File: src/rtl/flow_lookup_learn_core_macros.svh
// assertion macros for the flow lookup and learning core
`ifndef FLOW_LOOKUP_LEARN_CORE_MACROS_SVH
`define FLOW_LOOKUP_LEARN_CORE_MACROS_SVH
`ifndef SYNTH
`define FLK_ASSERT_IMP(lbl, ante, cons) \
    lbl: assert property (@(posedge i_clk) disable iff (!i_rst_n) (ante) |-> (cons)) \
        else $error("same-cycle check failed");
`define FLK_ASSERT_NXT(lbl, ante, cons) \
    lbl: assert property (@(posedge i_clk) disable iff (!i_rst_n) (ante) |=> (cons)) \
        else $error("next-cycle check failed");
`else
`define FLK_ASSERT_IMP(lbl, ante, cons)
`define FLK_ASSERT_NXT(lbl, ante, cons)
`endif
`endif

File: src/rtl/flk_ram.sv
// generic simple dual-port ram with registered read
`default_nettype none
module flk_ram #(
    parameter int WIDTH = 8,
    parameter int DEPTH = 16
) (
    input  wire logic                     i_clk,
    input  wire logic                     i_wr_en,
    input  wire logic [$clog2(DEPTH)-1:0] i_wr_addr,
    input  wire logic [WIDTH-1:0]         i_wr_data,
    input  wire logic                     i_rd_en,
    input  wire logic [$clog2(DEPTH)-1:0] i_rd_addr,
    output logic      [WIDTH-1:0]         o_rd_data
);
    logic [WIDTH-1:0] r_mem [DEPTH];

    always_ff @(posedge i_clk) begin
        if (i_wr_en) begin
            r_mem[i_wr_addr] <= i_wr_data;
        end
        if (i_rd_en) begin
            o_rd_data <= r_mem[i_rd_addr];
        end
    end
endmodule
`default_nettype wire

File: config.mk
export PLATFORM = sky130hd
export DESIGN_NAME = flk_ram
export DESIGN_NICKNAME = d
export VERILOG_FILES = /design/src/rtl/flow_lookup_learn_core_macros.svh /design/src/rtl/flk_ram.sv
export SDC_FILE = /design/constraint.sdc
export NUM_CORES = 1
export LEC_CHECK = 0
export BUFFER_PORTS_ARGS = -buffer_cell sky130_fd_sc_hd__buf_2
export CORE_MARGIN = 5
export CORE_UTILIZATION = 25
export DETAILED_ROUTE_END_ITERATION = 12
export PLACE_DENSITY = 0.41
export SLEW_MARGIN = 20
export SYNTH_ARGS = -nofsm -noshare
export SYNTH_HDL_FRONTEND = slang
export SYNTH_SLANG_ARGS = --single-unit
export TNS_END_PERCENT = 1
File: constraint.sdc
create_clock -name i_clk -period 3 [get_ports i_clk]
set_clock_uncertainty 0.2 [all_clocks]
set_input_delay 0.15 -clock i_clk [delete_from_list [all_inputs] [get_ports i_clk]]
set_output_delay 0.15 -clock i_clk [all_outputs]
set_load 0.05 [all_outputs]
# After elaboration in Yosys (flattened, before gate mapping)
# Memory sizes are Yosys's and may differ from the RTL's. A register that Yosys moved wholly into a read port is not among the register bits.
# Index checks and enable logic that the tools add are counted.
# word_totals
register_bits	0
mem_bits_rw	128
in_bits	19
output_inout_bits	8
elab_cells	3
memories	1
# mem_list
memory	words	word_bits	read_ports	rd_ports_with_merged_regs	write_ports	line	rtl
r_mem	16	8	1	1	1	flk_ram.sv:15	logic [WIDTH-1:0] r_mem [DEPTH];
# classes
n_mux	2
# ops
op	count
2-to-1 mux 1 bit	2

# Depth between registers and ports, before layout
# logic_depth
word_depth	2
depth_mapped	5
ltp_nobuf	3

# Worst setup path after synthesis
# Ideal clock, no wire load.
# synth_path
path_type	input to register
start	input i_wr_addr[2]
end	memory r_mem[0][0] (enable)
setup_time_ns	0.383
t_arrival_ns	1.260
required_ns	2.417
slack_ns	1.157
stages	2
n_path_buf	0
cell_sequence	or3b_2 -> nor3_1
# synth_lines
item	line	rtl
from (decl)	flk_ram.sv:9	input wire logic [$clog2(DEPTH)-1:0] i_wr_addr,
to (decl)	flk_ram.sv:15	
# No word-level cell before the write port.

==> out/qor.yml <==
cts_tree: "built"
crit_slowest_cell: "mux4_1"
syn-num-nets: 248
netlist_area_mm2: 0.00523
finalSetupTns_ns: 0
fmax_mhz: 545
wire_per_inst_um: 19.2
grt_max_degree: 25
antenna_found_initial: 0
netlist_instances: 229
ir_drop_v: 0.000516
placed_cells: 535
portBuffers: 26
wirelength_mm: 11.1
syn_to_final_growth_pct: 22.9
first_iter_violations: 172
outcome: "completed"
avgViaCountPerCell: 4.16
grt_usage_pct: 9.89
pin_count: 27
worst_pin_slew_ns: 0.867
gr-total-overflow: 0
instances_no_fill: 576
row_count: 53
ys_ff_latch: 136
reg2reg_slack_ns: 1.24
intPower_mw: 3.60
slew_viol_final: 0
ys_warn_count: 0
power_density_mw_per_mm2: 698
dp.final_hpwl_mm: 7.25
clock_path_buffers: 2
cp_data_arrival_time_ns: 1.78
num_vias: 2399
crit_required_ns: 2.95
clkPwrFrac_pct: 46.6
cp_max_fo: 18
path_cells: "buf_2 -> buf_4 -> mux4_1 -> a22oi_1 -> nand2_1"
min_path_type: "in -> reg"
first_pass_iters: 5
ys_seq_area_share_pct: 78.1
multi_input_area_mm2: 0.00106
dieArea_mm2: 0.0239
p_switching_mw: 0.882
cp-end-kind: "flip-flop"
antennaDiodeCount: 0
htree_levels: 4
p_comb_share_pct: 5.3
fin_crit_ns: 1.84
grt_pass1_vias: 2617
drive_above_1_share_pct: 28.2
setup_viol: 0
dieWidth_um: 155
seqPwrFrac_pct: 48.0
place.gp.congestion: 0.659
avgSynthCellArea_um2: 22.8
critical_path_class: "in -> reg"
drc: 0
max_stage_delay_ns: 0.57
dpl_cell_area_mm2: 0.00574
start_util_pct: 25.1
worstSkewPairLatency_ns: 0.41
p_sw_share_pct: 19.7
grt_pass1_wl_mm: 16.9
seq_area_mm2: 0.00408
relSlewSlack_pct: 42.0
antenna_left: 0
clk_pin_slew_ns: 0.05
max_cap_violations: 0
hold_viol_final: 0
p_leak_nw: 2.12
cts_root_buf: "clkbuf_16"
core_mm2: 0.0208
cts_buffers: 17
synth_cell_type_count: 18
cts_resized: 0
crit_path_start_kind: "input port"
min_period_over_period_pct: 61.2
rsz0062_at_grt: "no"
die_height_um: 155
cts.sink_count: 136
fill_cells: 2037
final_area_mm2: 0.00642
post-route-util_pct: 30.8
layout.nets: 307
power by group through the flow:
stage / Combinational [mW] / Clock (mW) / Sequential [mW]
2_1_floorplan: 0.108 / 0 / 2.22
3_3_place_gp: 0.233 / 0 / 2.19
3_5_place_dp: 0.235 / 0 / 2.19
4_1_cts: 0.245 / 2.13 / 2.15
5_1_grt: 0.261 / 2.25 / 2.15
6_report: 0.239 / 2.09 / 2.15
cell usage in the layout, fill, tap and decap left out, types with 4 or more instances in the layout:
cell type / instances
a22oi_1: 16
buf_2: 26
buf_4: 14
bufinv_16: 4
clkbuf_16: 17
clkinv_1: 5
clkinv_2: 4
dlygate4sd3_1: 9
edfxtp_1: 136
mux4_1: 14
mux4_2: 18
nand2_1: 9
nor2_1: 13
nor3_1: 4
worst max-delay path, delay by kind of cell:
family	cells	cell delay (ns)
AO/OA/AOI/OAI	1	0.19
buffers and inverters	2	0.79
multiplexers	1	0.57
AND/OR/NAND/NOR	1	0.08
synthesized netlist by cell type (all sizes together):
cell type | n | share of area, %
nand2b | 2 | 0.24
mux4 | 32 | 15
or3b | 1 | 0.17
nor2 | 13 | 0.93
nand3 | 1 | 0.096
and2 | 1 | 0.12
edfxtp | 136 | 78
and2b | 1 | 0.14
nand3b | 2 | 0.29
nand2 | 9 | 0.65
nor2b | 1 | 0.12
buf | 7 | 1.1
clkdlybuf4s25 | 3 | 0.57
a22oi | 16 | 2.3
nor3 | 4 | 0.38
final timing paths:
kind                                   start           end  depth (start not counted)
worst max-delay path            i_rd_addr[0]  o_rd_data[1]                          5
worst min-delay path            i_wr_addr[1]   r_mem[0][6]                          3
worst max register to register   r_mem[2][3]  o_rd_data[3]                          3
worst min register to register  r_mem[14][2]  o_rd_data[2]                          3
final cells by class:
| type | count | share of cell area [%] |
|---|---|---|
| clock buffer | 19 | 6.74 |
| multi-input combinational | 83 | 16.5 |
| timing repair buffer | 50 | 5.38 |
| clock inverter | 13 | 2.47 |
| tap | 275 | 5.36 |
| sequential | 136 | 63.6 |
metrics by stage:
stage	power (mW)	setup slack [ns]	hold WS (ns)
finish	4.48	1.17	0.115
global route	4.66	1.04	0.103
CTS	4.53	1.13	0.0960
detailed placement	2.43	0.689	0.322
global placement	2.42	0.706	0.324
floorplan	2.33	1.16	0.0489
cell families after synthesis:
family / after synthesis / synth area share [%]
compound gates: 16 / 2.30
buf+inv: 10 / 1.65
flops: 136 / 78.1
mux: 32 / 14.8
simple gates: 35 / 3.14
flip-flops by register name, indices dropped and copies added, names as in the netlist:
name,cells
r_mem,128
o_rd_data,8
repair_timing:
| item | in CTS | in global routing |
|---|---|---|
| hold buffers | 9 | 0 |
| setup endpoints to repair | 0 | 0 |
| buffers inserted | 0 | 0 |
| hold endpoints to repair | 136 | 0 |
layer usage:
layer / vias to the layer above / track usage [%] / part of all wire (%)
li1: 1100 / - / -
met1: 1238 / 14.6 / 50
met2: 53 / 13.9 / 44
met3: 8 / 2.94 / 5.5
met4: 0 / 3.28 / 0.54
met5: - / 0 / 0
No activity file was read; power rests on OpenSTA's default activity.
